### src/hdl/hsfs_pkg.sv
package hsfs_pkg;

    localparam int DEF_MAX_CODE_BITS = 32;

    // syntax steps of the parameter set walk
    localparam logic [4:0] ST_HEAD         = 5'd0;
    localparam logic [4:0] ST_CONSTR       = 5'd1;
    localparam logic [4:0] ST_SPS_ID       = 5'd2;
    localparam logic [4:0] ST_CHROMA       = 5'd3;
    localparam logic [4:0] ST_SEP_PLANE    = 5'd4;
    localparam logic [4:0] ST_LUMA_DEPTH   = 5'd5;
    localparam logic [4:0] ST_CHROMA_DEPTH = 5'd6;
    localparam logic [4:0] ST_BYPASS       = 5'd7;
    localparam logic [4:0] ST_MATRIX       = 5'd8;
    localparam logic [4:0] ST_LIST_FLAG    = 5'd9;
    localparam logic [4:0] ST_DELTA        = 5'd10;
    localparam logic [4:0] ST_LOG2_FN      = 5'd11;
    localparam logic [4:0] ST_POC_TYPE     = 5'd12;
    localparam logic [4:0] ST_POC_LSB      = 5'd13;
    localparam logic [4:0] ST_DELTA_ZERO   = 5'd14;
    localparam logic [4:0] ST_NON_REF      = 5'd15;
    localparam logic [4:0] ST_TOP_BOT      = 5'd16;
    localparam logic [4:0] ST_NUM_OFFS     = 5'd17;
    localparam logic [4:0] ST_OFFSET       = 5'd18;
    localparam logic [4:0] ST_NUM_REF      = 5'd19;
    localparam logic [4:0] ST_GAPS         = 5'd20;
    localparam logic [4:0] ST_WIDTH        = 5'd21;
    localparam logic [4:0] ST_HEIGHT       = 5'd22;
    localparam logic [4:0] ST_FRAME_ONLY   = 5'd23;
    localparam logic [4:0] ST_MBAFF        = 5'd24;
    localparam logic [4:0] ST_DIRECT       = 5'd25;
    localparam logic [4:0] ST_CROP_FLAG    = 5'd26;
    localparam logic [4:0] ST_CROP_L       = 5'd27;
    localparam logic [4:0] ST_CROP_R       = 5'd28;
    localparam logic [4:0] ST_CROP_T       = 5'd29;
    localparam logic [4:0] ST_CROP_B       = 5'd30;
    localparam logic [4:0] ST_IDLE         = 5'd31;

    localparam logic [4:0] HEAD_BITS   = 5'd16;
    localparam logic [3:0] NUM_LISTS   = 4'd8;
    localparam logic [3:0] SMALL_LISTS = 4'd6;
    localparam logic [6:0] SMALL_SIZE  = 7'd16;
    localparam logic [6:0] BIG_SIZE    = 7'd64;
    localparam logic [7:0] SCALE_INIT  = 8'd8;

    typedef struct packed {
        logic [4:0]  step;
        logic [4:0]  skip_left;
        logic [5:0]  zero_run;
        logic [31:0] code_bits;
        logic [5:0]  suffix_left;
        logic [7:0]  profile_seen;
        logic [3:0]  list_index;
        logic [6:0]  list_count;
        logic [7:0]  held_scale;
        logic [7:0]  trial_scale;
        logic [31:0] ref_offsets_left;
        logic [31:0] width_mbs;
        logic [31:0] height_units;
        logic        frame_only;
        logic [31:0] crop_sum_x;
        logic [31:0] crop_sum_y;
        logic        result_sent;
        logic        hit;
        logic        hit_ok;
    } parse_state_t;

    typedef struct packed {
        logic        ok;
        logic        frame_only;
        logic [31:0] width_mbs;
        logic [31:0] height_units;
        logic [31:0] crop_sum_x;
        logic [31:0] crop_sum_y;
    } size_evt_t;

    localparam parse_state_t PARSE_RESET = '{
        step: ST_HEAD, skip_left: '0, zero_run: '0, code_bits: '0,
        suffix_left: '0, profile_seen: '0, list_index: '0, list_count: '0,
        held_scale: SCALE_INIT, trial_scale: SCALE_INIT, ref_offsets_left: '0,
        width_mbs: '0, height_units: '0, frame_only: 1'b0, crop_sum_x: '0,
        crop_sum_y: '0, result_sent: 1'b0, hit: 1'b0, hit_ok: 1'b0};

    function automatic logic high_profile(logic [7:0] p);
        return p == 8'd100 || p == 8'd110 || p == 8'd122 || p == 8'd144 ||
               p == 8'd244 || p == 8'd44 || p == 8'd83 || p == 8'd86 ||
               p == 8'd118 || p == 8'd128 || p == 8'd138 || p == 8'd139 ||
               p == 8'd134;
    endfunction

    function automatic logic step_is_code(logic [4:0] s);
        logic r;
        unique case (s)
            ST_SPS_ID, ST_CHROMA, ST_LUMA_DEPTH, ST_CHROMA_DEPTH, ST_DELTA,
            ST_LOG2_FN, ST_POC_TYPE, ST_POC_LSB, ST_NON_REF, ST_TOP_BOT,
            ST_NUM_OFFS, ST_OFFSET, ST_NUM_REF, ST_WIDTH, ST_HEIGHT,
            ST_CROP_L, ST_CROP_R, ST_CROP_T, ST_CROP_B: r = 1'b1;
            default: r = 1'b0;
        endcase
        return r;
    endfunction

    function automatic parse_state_t emit(parse_state_t s, logic ok);
        parse_state_t n;
        n = s;
        n.hit = 1'b1;
        n.hit_ok = ok;
        n.result_sent = 1'b1;
        n.step = ST_IDLE;
        return n;
    endfunction

    function automatic parse_state_t next_list(parse_state_t s);
        parse_state_t n;
        n = s;
        n.list_index = s.list_index + 4'd1;
        n.step = (n.list_index >= NUM_LISTS) ? ST_LOG2_FN : ST_LIST_FLAG;
        return n;
    endfunction

    function automatic parse_state_t code_done(parse_state_t s, logic [31:0] v);
        parse_state_t n;
        logic [7:0]   half;
        logic [7:0]   delta;
        logic [7:0]   nxt;
        logic [6:0]   size;
        logic [31:0]  v2;
        logic [31:0]  v4;
        n = s;
        n.zero_run = '0;
        n.code_bits = '0;
        n.suffix_left = '0;
        half = v[8:1];
        delta = v[0] ? half + 8'd1 : 8'd0 - half;
        nxt = s.held_scale + delta;
        size = (s.list_index < SMALL_LISTS) ? SMALL_SIZE : BIG_SIZE;
        v2 = {v[30:0], 1'b0};
        v4 = {v[29:0], 2'b00};
        unique case (s.step)
            ST_SPS_ID:       n.step = high_profile(s.profile_seen) ? ST_CHROMA : ST_LOG2_FN;
            ST_CHROMA:       n.step = (v == 32'd3) ? ST_SEP_PLANE : ST_LUMA_DEPTH;
            ST_LUMA_DEPTH:   n.step = ST_CHROMA_DEPTH;
            ST_CHROMA_DEPTH: n.step = ST_BYPASS;
            ST_DELTA:
            begin
                n.trial_scale = nxt;
                if (nxt != 8'd0)
                begin
                    n.held_scale = nxt;
                end
                n.list_count = s.list_count + 7'd1;
                if (nxt == 8'd0 || n.list_count >= size)
                begin
                    n = next_list(n);
                end
            end
            ST_LOG2_FN:      n.step = ST_POC_TYPE;
            ST_POC_TYPE:
                n.step = (v == 32'd0) ? ST_POC_LSB :
                         (v == 32'd1) ? ST_DELTA_ZERO : ST_NUM_REF;
            ST_POC_LSB:      n.step = ST_NUM_REF;
            ST_NON_REF:      n.step = ST_TOP_BOT;
            ST_TOP_BOT:      n.step = ST_NUM_OFFS;
            ST_NUM_OFFS:
            begin
                n.ref_offsets_left = v;
                n.step = (v == 32'd0) ? ST_NUM_REF : ST_OFFSET;
            end
            ST_OFFSET:
            begin
                n.ref_offsets_left = s.ref_offsets_left - 32'd1;
                if (n.ref_offsets_left == 32'd0)
                begin
                    n.step = ST_NUM_REF;
                end
            end
            ST_NUM_REF:      n.step = ST_GAPS;
            ST_WIDTH:
            begin
                n.width_mbs = v + 32'd1;
                n.step = ST_HEIGHT;
            end
            ST_HEIGHT:
            begin
                n.height_units = v + 32'd1;
                n.step = ST_FRAME_ONLY;
            end
            ST_CROP_L:
            begin
                n.crop_sum_x = s.crop_sum_x + v2;
                n.step = ST_CROP_R;
            end
            ST_CROP_R:
            begin
                n.crop_sum_x = s.crop_sum_x + v2;
                n.step = ST_CROP_T;
            end
            ST_CROP_T:
            begin
                n.crop_sum_y = s.crop_sum_y + (s.frame_only ? v2 : v4);
                n.step = ST_CROP_B;
            end
            ST_CROP_B:
            begin
                n.crop_sum_y = s.crop_sum_y + (s.frame_only ? v2 : v4);
                n = emit(n, 1'b1);
            end
            default:         n.step = ST_IDLE;
        endcase
        return n;
    endfunction

    // one bit of the stream, msb first
    function automatic parse_state_t bit_step(parse_state_t s, logic b,
                                              logic [5:0] zr_limit);
        parse_state_t n;
        logic [31:0]  cb;
        logic [31:0]  v;
        n = s;
        cb = {s.code_bits[30:0], b};
        v = (32'd1 << s.zero_run[4:0]) + cb - 32'd1;
        if (s.step == ST_IDLE)
        begin
            n = s;
        end
        else if (step_is_code(s.step))
        begin
            if (s.suffix_left == 6'd0)
            begin
                if (!b)
                begin
                    if (s.zero_run >= zr_limit)
                    begin
                        n = emit(s, 1'b0);
                    end
                    else
                    begin
                        n.zero_run = s.zero_run + 6'd1;
                    end
                end
                else if (s.zero_run == 6'd0)
                begin
                    n = code_done(s, 32'd0);
                end
                else
                begin
                    n.suffix_left = s.zero_run;
                    n.code_bits = '0;
                end
            end
            else
            begin
                n.code_bits = cb;
                n.suffix_left = s.suffix_left - 6'd1;
                if (n.suffix_left == 6'd0)
                begin
                    n = code_done(n, v);
                end
            end
        end
        else
        begin
            unique case (s.step)
                ST_HEAD:
                begin
                    n.code_bits = cb;
                    n.skip_left = s.skip_left + 5'd1;
                    if (n.skip_left >= HEAD_BITS)
                    begin
                        n.profile_seen = cb[7:0];
                        n.code_bits = '0;
                        n.skip_left = '0;
                        n.step = ST_CONSTR;
                    end
                end
                ST_CONSTR:
                begin
                    n.skip_left = s.skip_left + 5'd1;
                    if (n.skip_left >= HEAD_BITS)
                    begin
                        n.skip_left = '0;
                        n.step = ST_SPS_ID;
                    end
                end
                ST_SEP_PLANE:  n.step = ST_LUMA_DEPTH;
                ST_BYPASS:     n.step = ST_MATRIX;
                ST_MATRIX:
                begin
                    n.list_index = '0;
                    n.step = b ? ST_LIST_FLAG : ST_LOG2_FN;
                end
                ST_LIST_FLAG:
                begin
                    if (b)
                    begin
                        n.list_count = '0;
                        n.held_scale = SCALE_INIT;
                        n.trial_scale = SCALE_INIT;
                        n.step = ST_DELTA;
                    end
                    else
                    begin
                        n = next_list(s);
                    end
                end
                ST_DELTA_ZERO: n.step = ST_NON_REF;
                ST_GAPS:       n.step = ST_WIDTH;
                ST_FRAME_ONLY:
                begin
                    n.frame_only = b;
                    n.step = b ? ST_DIRECT : ST_MBAFF;
                end
                ST_MBAFF:      n.step = ST_DIRECT;
                ST_DIRECT:     n.step = ST_CROP_FLAG;
                ST_CROP_FLAG:
                begin
                    if (b)
                    begin
                        n.step = ST_CROP_L;
                    end
                    else
                    begin
                        n = emit(s, 1'b1);
                    end
                end
                default:       n.step = ST_IDLE;
            endcase
        end
        return n;
    endfunction

endpackage

### src/hdl/hsfs_out_if.sv
interface hsfs_out_if;
    logic        valid;
    logic        ready;
    logic [31:0] frame_width;
    logic [31:0] frame_height;
    logic        ok;

    modport source (output valid, output frame_width, output frame_height, output ok,
                    input ready);
    modport sink (input valid, input frame_width, input frame_height, input ok,
                  output ready);
endinterface

### src/hdl/hsfs_result_stage.sv
module hsfs_result_stage
    import hsfs_pkg::*;
(
    input  logic       clk,
    input  logic       rst_n,
    input  logic       evt_valid,
    input  size_evt_t  evt,
    output logic       evt_take,
    hsfs_out_if.source out_ch
);

    logic        out_valid_reg;
    logic [31:0] width_reg, width_next;
    logic [31:0] height_reg, height_next;
    logic        ok_reg;
    logic [31:0] h_base;

    assign evt_take = !out_valid_reg || out_ch.ready;

    always_comb
    begin
        h_base = {evt.height_units[27:0], 4'b0000} - evt.crop_sum_y;
        width_next = '0;
        height_next = '0;
        if (evt.ok)
        begin
            width_next = {evt.width_mbs[27:0], 4'b0000} - evt.crop_sum_x;
            height_next = evt.frame_only ? h_base : {h_base[30:0], 1'b0};
        end
    end

    always_ff @(posedge clk or negedge rst_n)
    begin
        if (!rst_n)
        begin
            out_valid_reg <= 1'b0;
        end
        else if (evt_take)
        begin
            out_valid_reg <= evt_valid;
        end
    end

    always_ff @(posedge clk)
    begin
        if (evt_take && evt_valid)
        begin
            width_reg <= width_next;
            height_reg <= height_next;
            ok_reg <= evt.ok;
        end
    end

    assign out_ch.valid = out_valid_reg;
    assign out_ch.frame_width = width_reg;
    assign out_ch.frame_height = height_reg;
    assign out_ch.ok = ok_reg;

endmodule

### src/flat_wrapper.sv
// flat-port wrapper written by rule: the top's interface ports become plain ports
module hsfs_result_stage_flat import hsfs_pkg::*;
  (clk, rst_n, evt_valid, evt, evt_take, out_ch_valid, out_ch_frame_width, out_ch_frame_height, out_ch_ok, out_ch_ready);
  hsfs_out_if out_ch_i ();
  input  logic clk;
  input  logic rst_n;
  input  logic evt_valid;
  input  size_evt_t evt;
  output logic evt_take;
  output wire logic [$bits(out_ch_i.valid)-1:0] out_ch_valid;
  output wire logic [$bits(out_ch_i.frame_width)-1:0] out_ch_frame_width;
  output wire logic [$bits(out_ch_i.frame_height)-1:0] out_ch_frame_height;
  output wire logic [$bits(out_ch_i.ok)-1:0] out_ch_ok;
  input wire logic [$bits(out_ch_i.ready)-1:0] out_ch_ready;
  assign out_ch_valid = out_ch_i.valid;
  assign out_ch_frame_width = out_ch_i.frame_width;
  assign out_ch_frame_height = out_ch_i.frame_height;
  assign out_ch_ok = out_ch_i.ok;
  assign out_ch_i.ready = out_ch_ready;
  hsfs_result_stage u_core (.clk(clk), .rst_n(rst_n), .evt_valid(evt_valid), .evt(evt), .evt_take(evt_take), .out_ch(out_ch_i));
endmodule
### config.mk
export PLATFORM = sky130hd
export DESIGN_NAME = hsfs_result_stage_flat
export DESIGN_NICKNAME = d
export VERILOG_FILES = /design/src/hdl/hsfs_pkg.sv /design/src/hdl/hsfs_out_if.sv /design/src/hdl/hsfs_result_stage.sv /design/src/flat_wrapper.sv
export SDC_FILE = /design/constraint.sdc
export NUM_CORES = 1
export LEC_CHECK = 0
export ABC_AREA = 1
export BUFFER_PORTS_ARGS = -buffer_cell sky130_fd_sc_hd__clkbuf_2
export CAP_MARGIN = 20
export CORE_MARGIN = 2
export CORE_UTILIZATION = 40
export CTS_BUF_LIST = sky130_fd_sc_hd__clkbuf_4
export DETAILED_ROUTE_END_ITERATION = 10
export PLACE_DENSITY = 0.7
export SYNTH_ARGS = -nofsm -noshare
export SYNTH_HDL_FRONTEND = slang
export SYNTH_SLANG_ARGS = --single-unit
### constraint.sdc
create_clock -name clk -period 9.9 [get_ports clk]
set_clock_uncertainty 0.05 [all_clocks]
set_input_delay 1.98 -clock clk [delete_from_list [all_inputs] [get_ports clk]]
set_output_delay 1.98 -clock clk [all_outputs]
set_load 0.05 [all_outputs]
==> results list, run 1 <==
* Max transition margin: 0.4447
- Summing all multi-input logic gate instances after layout gives 3950 um2.
- For the worst setup path, the data required time is 7870 ps.
- Flip-flop and latch count after synthesis: 66
- By area the synthesized netlist is led by edfxtp_1, nand2_1, inv_1.
* Total global routing overflow: 0
* Clk_lat worst skew: 440 ps
* Leakage component of the power: 0.004897 uW
* Tot GR Track Use: 0.2050
* Clock tree from TritonCTS: built
- Layout area overhead: 20.34%
- Summing over every cut layer, the via total after detailed routing is 7,141.
- Number of iterations in the first detailed-routing pass: 5
- The netlist uses 31 different library cells.
* Clock-pin slew on the worst setup and hold paths: 110 ps
* Avg Cell Area, Syn: 6.189 um2
- Number of top-level pins: 201
- Number of buffers between clock root and the deepest sink: 2
- The critical path is of the in2out type.
- The worst setup path is captured at an output port.
- For this run, the leading register cell type out of synthesis is edfxtp_1.
* Setup repair after global routing missed its margin: false
* Actual transition at the worst max-transition pin: 833.0 ps
- Run status: finished clean
- Min-delay worst type: reg2reg
* Vias in the first global route: 6,618
- Largest net degree at the start of global routing: 66
* Upper clock frequency limit: 221.7 MHz
- Sorting the synthesized cells by how often they occur yields nand2_1, inv_1, nor2_1.
- Counting every sink on the clock net gives 66.
- Post-synth design cell area: 6907 um2
- STA classifies the critical path startpoint as a primary input.
- The initial utilization of the core area, before any placement, comes to 0.4035.
* Count of max-cap constraint violations: 0
- The HPWL after detailed placement is 15,750 um.
- For this run, design rule violations remaining after detail routing come to 0.
- The share of the Yosys chip area taken by registers is 0.2862.
- Share of post-route cells with drive strength above 1: 0.1716
- Critical Path AT: 2480 ps
* Async SR Flop Fraction: 0.01515
- Number of flops mapped to enable cells by yosys: 65
- The detailed router finished its first iteration with 325 violations.
- The share of synthesized area in the top cell type comes to 0.2826.
* Final setup viols: 0
- The placed instances occupy a cell area of 8119 um2.
- Final Util: 0.4856
- Along the worst path, the maximum fanout reaches 2.
- Buffers on Ports: 192
* Maximum VDD drop: 0.00005818 V
- In this run the number of H-tree levels came out at 3.
- The number of nets in the synthesized netlist is 1,306.
* Minimum clock period: 4511 ps
- Clock tree synthesis selected as its root buffer the cell clkbuf_4.
- Summing internal, switching and leakage power gives 995.2 uW.
* Register Area: 1977 um2
- Final Hold Fails: 0
* Number of gates given a new drive strength after cts: 0
- TritonCTS Buffers: 9
- Detail-routed net length per standard cell: 11.88 um
- Summed over all layers, the routed wires come to 18,330 um.
* Count of synthesis-stage warnings from yosys: 0
- At the end of routability-driven placement, the weighted congestion stood at 0.8962.
* Core footprint: 17,120 um2
- The number of antenna violations at the first check in global routing was 0.
- Setup TNS: 0 ps
- Avg Vias per Cell: 4.631
- Number of nets with antenna violations after detailed routing: 0
- Most numerous cell in the Yosys netlist: nand2_1
- After filler insertion, the fill cell instance count of the layout stands at 1,824.
- Fin Hold WS: 562.4 ps
* Floorplan row count: 48
- Number of pins with negative max-slew slack in the final report: 0
- Final critical-path share of the clock period: 0.4556
- Die outline width: 135.4 um
* Post-Synthesis Cells: 1,116
- Measured along the y axis, the die boundary spans 135.4 um.
- After clock tree synthesis, the setup repair step added 0 buffers.
- The repair_antennas step left the layout with diodes totalling 0.
- Final cell area excluding filler cells: 8312 um2
* Floorplan die area: 18,330 um2
- At the end of the flow, the number of nets in the layout was 1,502.
- Power spread over the standard cell area amounts to 119.7 nW/um2.
- The first global-routing pass estimated 29,940 um of wire.
* Hold Buf Count CTS: 0
* Dominant cell type by area after synthesis: edfxtp_1
==> cells by family after synthesis <==
family	share of synthesized area
AOI/OAI and AO/OA	0.08641
xor gates and xnor gates	0.01902
adders and majority gates	0.1014
buffers and inverters	0.1435
DFF	0.2862
and+or+nand+nor	0.3634
==> metrics by stage <==
stage | instances | worst slack, ps
global placement | 1526 | 5406
detailed placement | 1526 | 5388
finish | 1542 | 5389
floorplan | 1116 | 4165
global route | 1542 | 5373
CTS | 1542 | 5389
==> layer usage <==
layer	global-route usage	vias up	wire (um)
met2	0.3855	167	9230
li1	-	3861	-
met4	0.07407	0	523
met5	0	-	0
met1	0.2383	3078	7869
met3	0.02469	35	702
==> worst max-delay path, cell delays in order <==
cell	delay, ps
clkbuf_2	80
inv_1	100
nand2_1	80
clkbuf_2	240
==> cells in the final DEF, fill, tap and decap left out, types with 2 or more instances in the layout <==
| cell type | netlist | routed |
|---|---|---|
| o21ai_0 | 27 | 27 |
| nand3_1 | 80 | 80 |
| nor2_1 | 114 | 114 |
| nor3_1 | 5 | 5 |
| clkbuf_2 | 0 | 192 |
| edfxtp_1 | 65 | 65 |
| a21oi_1 | 61 | 60 |
| o21bai_1 | 7 | 7 |
| bufinv_16 | 0 | 3 |
| and2_1 | 4 | 4 |
| or2_1 | 2 | 2 |
| nand3_2 | 4 | 4 |
| clkinv_4 | 0 | 3 |
| nor2_2 | 3 | 3 |
| nand2_2 | 4 | 4 |
| clkbuf_4 | 1 | 9 |
| ha_1 | 56 | 56 |
| nand3b_1 | 4 | 4 |
| xor2_1 | 9 | 9 |
| nand2_1 | 378 | 378 |
| xnor2_1 | 6 | 6 |
| nand4_1 | 9 | 9 |
| o22ai_1 | 10 | 10 |
| o21ai_1 | 2 | 2 |
| nor3_2 | 3 | 3 |
| buf_4 | 0 | 2 |
| inv_1 | 249 | 249 |
==> area by class of cell <==
cell class,instances,area share
Sequential cell,66,0.2378
Multi-Input combinational cell,792,0.4752
Clock inverter,7,0.01505
Clock buffer,9,0.008129
Tap cell,225,0.03387
Timing Repair Buffer,194,0.1174
Inverter,249,0.1124
==> worst paths after layout <==
| kind | from | endpoint | slack [ps] | cells after the start |
|---|---|---|---|---|
| setup / recovery | out_ch_ready | evt_take | 5390 | 4 |
| hold / removal | u_core.out_ch.valid$_DFFE_PN0N_ | u_core.out_ch.valid$_DFFE_PN0N_ | 560 | 2 |
| setup reg to reg | u_core.out_ch.valid$_DFFE_PN0N_ | u_core.out_ch.frame_width[2]$_SDFFCE_PN0P_ | 8210 | 2 |
| hold reg to reg | u_core.out_ch.valid$_DFFE_PN0N_ | u_core.out_ch.valid$_DFFE_PN0N_ | 560 | 2 |
| max in group asynchronous | rst_n | u_core.out_ch.valid$_DFFE_PN0N_ | 8480 | 1 |
| min in group asynchronous | rst_n | u_core.out_ch.valid$_DFFE_PN0N_ | 1240 | 1 |
==> report_power, final <==
part,internal [uW],leakage [uW],switching [uW]
Sequential,337,0.000648,6.33
Combinational,124,0.00415,280
Clock,130,0.000101,117
Power figures use the tool's default switching activity.
==> inputs of run 2 (changes only) <==
--- a/config.mk
+++ b/config.mk
@@ -5,14 +5,14 @@
 export SDC_FILE = /design/constraint.sdc
 export NUM_CORES = 1
 export LEC_CHECK = 0
-export ABC_AREA = 1
+export ABC_AREA = 0
 export BUFFER_PORTS_ARGS = -buffer_cell sky130_fd_sc_hd__clkbuf_2
 export CAP_MARGIN = 20
 export CORE_MARGIN = 2
 export CORE_UTILIZATION = 40
 export CTS_BUF_LIST = sky130_fd_sc_hd__clkbuf_4
 export DETAILED_ROUTE_END_ITERATION = 10
-export PLACE_DENSITY = 0.7
+export PLACE_DENSITY = 0.75
 export SYNTH_ARGS = -nofsm -noshare
 export SYNTH_HDL_FRONTEND = slang
 export SYNTH_SLANG_ARGS = --single-unit
==> constraint.sdc (replaced) <==
create_clock -name clk -period 3.8 [get_ports clk]
set_clock_uncertainty 0.05 [all_clocks]
set_input_delay 0.76 -clock clk [delete_from_list [all_inputs] [get_ports clk]]
set_output_delay 0.76 -clock clk [all_outputs]
set_load 0.05 [all_outputs]
==> run 2 against run 1 <==
Compared with the run above: flip-flop and latch count stayed put; non-clock buffer count rose by 4; register-to-register slack lost 6200 ps; hold slack got worse by 510 ps; global-route usage fell by 2.1 points; first-iteration DRC count fell by 30%; largest cell class unchanged; largest power group unchanged.
==> results list, run 2 <==
- The global-route wire length before repair was 23,820 um (-20%).
- Avg Cell Area, Syn: 8.634 um2 (+40%)
- The post-synth design cell area came to 5897 um2 (-15%).
* Total global routing overflow: 0 (unchanged)
- TritonCTS Buffers: 9 (unchanged)
* Number of distinct library cells after synthesis: 64 (+110%)
* Crit path kind: in2reg
- Starting DRC count in detailed routing: 227 (-30%)
* Initial Util: 0.4073 (+0.003767)
* Number of nets with antenna violations after detailed routing: 0 (unchanged)
* Post-CTS setup buffers: 0 (unchanged)
- The highest metal layer carrying signal wires in the routed design is met4.
- The post-route met1 wirelength is 6420 um (-18%).
- Vias in the first global route: 5,224 (-21%)
* Register Area: 1977 um2 (unchanged)
* Most numerous cell in the Yosys netlist: nor2_1
- The synthesized net count was 873 (-33%).
* Final cell count without fillers: 1,061 (-31%)
- Leading cell types in the layout, fill and taps excluded: clkbuf_2, nor2_1, inv_1
- The total global-route track usage is 0.1841 (-0.02097).
- The number of buffers inserted by port buffering came to 192 (unchanged).
- The maximum vdd ir drop came to 0.0001397 V (+140%).
* Count of synthesis-stage warnings from yosys: 0 (unchanged)
- The final-layout setup total negative slack was 0 ps (unchanged).
- Minimum clock period: 2995 ps
* Die extent in y: 125.4 um (-7.4%)
* Die outline width: 125.4 um (-7.4%)
- The final HPWL from detailed placement is 11,730 um (-25%).
- The area of the core region came to 14,480 um2 (-15%).
- Internal Dissipation: 1456 uW (+150%)
* Layout area overhead: 21.85%
- # diodes: 0 (unchanged)
* Number of flops mapped to enable cells by yosys: 65 (unchanged)
* Setup slack of the worst register-to-register path: 2020 ps (-6190 ps)
- Area of the multi-input gates: 3562 um2 (-9.8%)
* Share of synthesized area occupied by flip-flops and latches: 0.3352 (+0.04901)
* Root buffer selected by CTS: clkbuf_4
- Met3 routed WL: 1048 um (+49%)
- The maximum number of pins on one net before global-route repair is 66 (unchanged).
- The final number of hold-violating endpoints is 0 (unchanged).
- Power density relative to cell area: 333.4 nW/um2 (+180%)
* Required time worst endpoint: 4040 ps (-3830 ps)
- Final critical-path share of the clock period: 0.7883
- The synthesized instance count is 683 (-39%).
- The proportion of power drawn by combinational gates is 0.430 (+0.024).
* Floorplan die area: 15,730 um2 (-14%)
- The count of hold buffers inserted by post-cts repair came to 0 (unchanged).
* Dominant cells by area after synthesis: edfxtp_1, ha_1, nor2_1
- Final setup viols: 0 (unchanged)
- Share of post-route cells with drive strength above 1: 0.2554 (+0.08381)
- The post-detailed-routing wire length came to 14,770 um (-19%).
* TritonCTS Sinks: 66 (unchanged)
- The max capacitance violation total came to 0 (unchanged).
- Sequential fraction of design power: 0.376 (+0.031)
* DRC violation count after routing: 0 (unchanged)
* Reported net switching power: 939.3 uW (+130%)
* Clk pwr share: 0.194 (-0.054)
- Met2 wirelength from detailed routing: 7017 um (-24%)
- The via density per instance is 5.258 (+14%).
- Run status: finished clean
- Critical Path AT: 3240 ps (+760 ps)
* Actual transition at the worst max-transition pin: 878.8 ps (+45.84 ps)
- The H-tree level count is 3 (unchanged).
- Commonest non-fill, non-tap cell in the layout: clkbuf_2
* Largest fanout of any net on the critical path: 7 (+5)
* End of the worst register-to-register path: u_core.out_ch.frame_height[11]$_SDFFCE_PN0P_
- Number of pins with negative max-slew slack in the final report: 0 (unchanged)
- The number of top-level pins came to 201 (unchanged).
* Number of gates given a new drive strength after cts: 0 (unchanged)
- Number of buffers between clock root and the deepest sink: 2 (unchanged)
- Setup repair after global routing missed its margin: false
- The global placer's final weighted congestion came to 0.8633 (-3.7%).
- Max transition margin: 0.4141 (-0.03056)
* Most used standard cells in the synthesized netlist: nor2_1, inv_1, edfxtp_1
- Min-delay worst type: in2async
- The number of antenna violations at the first check in global routing is 0 (unchanged).
- The average wire per standard cell came to 13.92 um (+17%).
- The switching share of power was 0.3921 (-0.01382).
- The most used flip-flop cell after synthesis is edfxtp_1.
* Total placed cells including tap cells: 1,045 (-32%)
- Post-route setup slack: 804.5 ps (-4585 ps)
* Async SR Flop Fraction: 0.01515 (unchanged)
- # fillers: 1,405 (-23%)
- Clock-pin slew on the worst setup and hold paths: 120 ps (about the same)
- Timing would allow up to 333.8 MHz.
- TritonCTS built the clock tree.
- Flip-flop and latch count after synthesis: 66 (unchanged)
- The number of nets at the end of the flow is 1,062 (-29%).
- Worst Reg2Reg Path Length in Cells: 3 (+1)
- Clk_lat worst skew: 410 ps (-30 ps)
- The leakage power total is 0.003461 uW (-29%).
- STA classifies the critical path endpoint as a register.
- The worst setup path is launched from a primary input.
- The detailed-router iteration count before antenna repair is 5 (unchanged).
* Dominant cell type by area after synthesis: edfxtp_1
- Critical R2R Launch: u_core.out_ch.valid$_DFFE_PN0N_
- The worst-case setup slack after placement came to 388.1 ps (-5000 ps).
* Via count of the routed design: 5,579 (-22%)
- The number of standard-cell rows in the floorplan was 44 (-8.3%).
- Share of Yosys cell area claimed by the top area cell type: 0.3310 (+0.04839)
[run 2: cell count changes in the layout (fill, tap and decap cells not counted), moves of 14 or more]
cell,previous run,this run
mux2i_1,0,14
nor2_1,114,90
inv_1,249,73
nand2_1,378,38
xor2_1,9,27
a21o_1,1,18
nand3_1,80,20
xnor2_1,6,23
[run 2: layer usage]
layer	track usage	vias up
li1	-	2834
met1	0.2294	2537
met2	0.3229	183
met3	0.03680	25
met4	0.05359	0
met5	0	-
[run 2: worst max-delay path: stages]
cell and delay [ps]:
clkbuf_2 80, inv_1 30, ha_1 380, a211oi_1 290, o21ai_0 140, a21oi_1 230
o21ai_0 150, o31ai_1 410, o221ai_1 270, or3_1 400, nand4_1 100
[run 2: power groups by stage]
| stage | clock, uW | combinational (uW) | sequential (uW) |
|---|---|---|---|
| finish | 465 | 1030 | 901 |
| global route | 505 | 1130 | 905 |
| CTS | 479 | 1030 | 902 |
| detailed placement | 0 | 1030 | 918 |
| global placement | 0 | 1020 | 916 |
| floorplan | 0 | 564 | 1130 |
[run 2: through the flow]
stage / hold slack, ps / total power (uW) / util / area [um2]
2_1_floorplan: 414.4 / 1689 / - / 5897
4_1_cts: 22.60 / 2413 / 0.4963 / 7186
3_3_place_gp: 456.4 / 1933 / 0.4874 / 7057
5_1_grt: 4.794 / 2542 / 0.4963 / 7186
6_report: 52.77 / 2396 / 0.4963 / 7186
3_5_place_dp: 467.9 / 1944 / 0.4874 / 7057
[run 2: layout make-up]
cell class,count,share of cell area
inverter,75,0.03918
clock inverter,5,0.006443
tap,184,0.03204
multi-input combinational,522,0.4957
timing repair buffer,198,0.1400
clock buffer,11,0.01149
sequential,66,0.2751
[run 2: kinds of logic after synthesis]
| family | count (synthesis) | share of synthesized area |
|---|---|---|
| and+or+nand+nor | 218 | 0.1755 |
| AOI/OAI and AO/OA | 184 | 0.2115 |
| buffers and inverters | 95 | 0.06089 |
| DFF | 66 | 0.3352 |
| adders and majority gates | 56 | 0.1188 |
| xor gates and xnor gates | 50 | 0.07426 |
| muxes | 14 | 0.02376 |
[run 2: worst max-delay path by stage]
stage	slack, ps	from	cells past startpoint	endpoint
6_report	800	evt[14]	11	u_core.out_ch.frame_height[29]$_SDFFCE_PN0P_
5_1_grt	630	evt[37]	11	u_core.out_ch.frame_width[22]$_SDFFCE_PN0P_
4_1_cts	850	evt[14]	11	u_core.out_ch.frame_height[29]$_SDFFCE_PN0P_
3_5_place_dp	390	evt[14]	11	u_core.out_ch.frame_height[29]$_SDFFCE_PN0P_
3_3_place_gp	400	evt[37]	11	u_core.out_ch.frame_width[26]$_SDFFCE_PN0P_
2_1_floorplan	490	out_ch_ready	2	u_core.out_ch.frame_height[0]$_SDFFCE_PN0P_
==> inputs of run 3 (changes only) <==
==> constraint.sdc (replaced) <==
create_clock -name clk -period 2.46 [get_ports clk]
set_clock_uncertainty 0.05 [all_clocks]
set_input_delay 0.492 -clock clk [delete_from_list [all_inputs] [get_ports clk]]
set_output_delay 0.492 -clock clk [all_outputs]
set_load 0.05 [all_outputs]
==> run 3 against run 2 <==
Compared with the run above: flip-flop and latch count did not move; final cell count increased by 11%; sequential power up 54%; routed wire length up 11%; global-route usage grew 2.1 points; final area rose by 19%; sequential share of layout area is 4.5 points lower; non-clock buffer count is 120 higher; first-iteration DRC count increased by 56%; largest power group unchanged.
==> results list, run 3 (synthesized netlist as in run 2, its figures left out) <==
- The flow ran to the end, and the final reports show no timing, DRC or antenna violations.
- The H-tree level count is 3 (unchanged).
* Layout area overhead: 45.43%
- The highest fanout seen on the critical path was 3 (-4).
- STA classifies the critical path endpoint as a register.
- The height of the die was 125.4 um (unchanged).
- The overflow left after global routing is 0 (unchanged).
* Number of top-level pins: 201 (unchanged)
- The die width came to 125.4 um (unchanged).
- The data required time of the critical path was 2580 ps (-1460 ps).
- Root buffer selected by CTS: clkbuf_4
- The total count of max-transition violations in the final report came to 0 (unchanged).
* Clock-pin slew on the worst setup and hold paths: 120 ps (about the same)
- Cells along the critical path: clkbuf_2 > inv_1 > ha_4 > buf_4 > a2111oi_4 > o21ba_1 > o21ai_2 > o31a_1 > a211o_1 > a2bb2oi_2 > mux2i_1
- The total number of clock tree sinks is 66 (unchanged).
- Based on the critical path, the design can be clocked at up to 413.2 MHz.
* Register Area: 1977 um2 (unchanged)
- The worst path in the final design needs a cycle of 2420 ps, including I/O delays and setup.
* Floorplan row count: 44 (unchanged)
* Maximum VDD drop: 0.0001797 V (+29%)
- Tot Pwr: 4115 uW (+72%)
* Core footprint: 14,480 um2 (unchanged)
- Number of buffers and inverters on the critical path: 3 (+1)
- Floorplan die area: 15,730 um2 (unchanged)
* Number of buffers between clock root and the deepest sink: 2 (unchanged)
- The average wire per standard cell came to 13.89 um (-0.25%).
- The signal arrival time at the worst endpoint is 2540 ps (-700 ps).
- The slew of the pin with the lowest slew margin was 494.5 ps (-384.3 ps).
- Worst setup slack after placement: -461.5 ps (-849.5 ps)
- In this design, the largest share of critical-path delay is due to compound AO/OA/AOI/OAI gates.
- Post-route setup slack: 39.76 ps (-764.8 ps)
- The routed via count came to 6,056 (+8.5%).
* TritonCTS Buffers: 9 (unchanged)
- The number of antenna violations at the first check in global routing is 0 (unchanged).
- The library cell used most frequently in the layout, excluding fill and tap cells, is clkbuf_2.
- TritonCTS built the clock tree.
- The max capacitance violation total is 0 (unchanged).
- Total placed cells including tap cells: 1,160 (+11%)
- Detailed Place HPWL: 13,090 um (+12%)
- Setup repair after global routing missed its margin: true
- The total area of multi-input combinational cells came to 4010 um2 (+13%).
* Largest net degree at the start of global routing: 39 (-41%)
- The power per cell area was 479.8 nW/um2 (+44%).
- # fillers: 1,268 (-9.8%)
- The final cell utilization of the core came to 0.5923 (+0.09601).
- Final Wtd Congestion: 0.8885 (+2.9%)
* First-pass GRT wire length: 26,540 um (+11%)
* Aggregate routed wire length: 16,420 um (+11%)
- The number of standard cells in the layout, taps in and fillers out was 1,182 (+11%).
* Leakage component of the power: 0.004079 uW (+18%)
- Max transition margin: 0.6660 (+0.2519)
- Number of iterations in the first detailed-routing pass: 5 (unchanged)
* Number of nets with antenna violations after detailed routing: 0 (unchanged)
- Share of post-route cells with drive strength above 1: 0.4052 (+0.1498)
- Avg Vias per Cell: 5.124 (-2.6%)
- The source-to-sink clock delay at the later pin of the worst-skew pair came to 420 ps (about the same).
- Leading cell types in the layout, fill and taps excluded: clkbuf_2, buf_4, nor2_1
- The path class of the tightest hold or removal check is in2reg.
* Startpoint Class: primary input
- Number of nets in the layout: 1,182 (+11%)
- DRC violation count after routing: 0 (unchanged)
- The initial core utilization was 0.4073 (unchanged).
- Final critical-path share of the clock period: 0.9838
- Setup slack of the worst register-to-register path: 1040 ps (-980 ps)
* Final Hold Fails: 0 (unchanged)
- Final setup viols: 0 (unchanged)
- Crit path max-delay cell type: a2111oi_4
- Tot GR Track Use: 0.2047 (+0.02064)
- By startpoint and endpoint, the worst setup path is classified as in2reg.
* CP max stage delay: 350 ps (-60 ps)
- The starting DRC count in detailed routing is 355 (+56%).
- Buffers on Ports: 192 (unchanged)
* Vias in the first global route: 5,830 (+12%)
run 3: worst paths after layout:
path / cells past startpoint / endpoint / startpoint
setup reg to reg: 3 / u_core.out_ch.frame_width[14]$_SDFFCE_PN0P_ / u_core.out_ch.valid$_DFFE_PN0N_
setup / recovery: 11 / u_core.out_ch.frame_width[31]$_SDFFCE_PN0P_ / evt[38]
max in group asynchronous: 2 / u_core.out_ch.valid$_DFFE_PN0N_ / rst_n
hold reg to reg: 2 / u_core.out_ch.valid$_DFFE_PN0N_ / u_core.out_ch.valid$_DFFE_PN0N_
min in group asynchronous: 2 / u_core.out_ch.valid$_DFFE_PN0N_ / rst_n
hold / removal: 2 / u_core.out_ch.valid$_DFFE_PN0N_ / evt_valid
run 3: what timing repair did:
item | 4_1_cts | 5_1_grt
hold buffers | 1 | 0
buffers inserted | 0 | 4
resized for setup | 0 | 25
hold endpoints to repair | 1 | 0
setup endpoints to repair | 0 | 25
run 3: per-layer routing:
layer	GRT usage	vias up	routed length, um
met2	0.3756	202	8274
met4	0.06863	0	314
li1	-	3075	-
met1	0.2490	2752	7000
met5	0	-	0
met3	0.02268	27	827
run 3: per-stage QoR:
stage	setup TNS (ps)	cell area (um2)	hold slack, ps
final	0	8576	218.8
after global routing	-35.52	8573	203.7
after CTS	0	8409	182.5
after detailed placement	-10740	8270	218.5
after global placement	-9889	8270	216.8
after floorplan	-698.5	6259	146.4
run 3: cell type report:
| class | count | share of cell area |
|---|---|---|
| multi-input combinational | 522 | 0.4676 |
| sequential | 66 | 0.2305 |
| timing repair buffer | 318 | 0.2248 |
| inverter | 75 | 0.03487 |
| tap | 184 | 0.02685 |
| clock buffer | 11 | 0.009629 |
| clock inverter | 5 | 0.005398 |
| antenna | 1 | 0.0002918 |
run 3: power by group:
| part | switching [uW] | internal (uW) |
|---|---|---|
| clock network | 418 | 322 |
| logic | 1150 | 837 |
| registers | 27.6 | 1360 |
run 3: worst register-to-register path, stage by stage (launching register included):
cell	delay, ps
dfrtp_1	390
nand2b_1	110
and2_4	240
buf_4	310
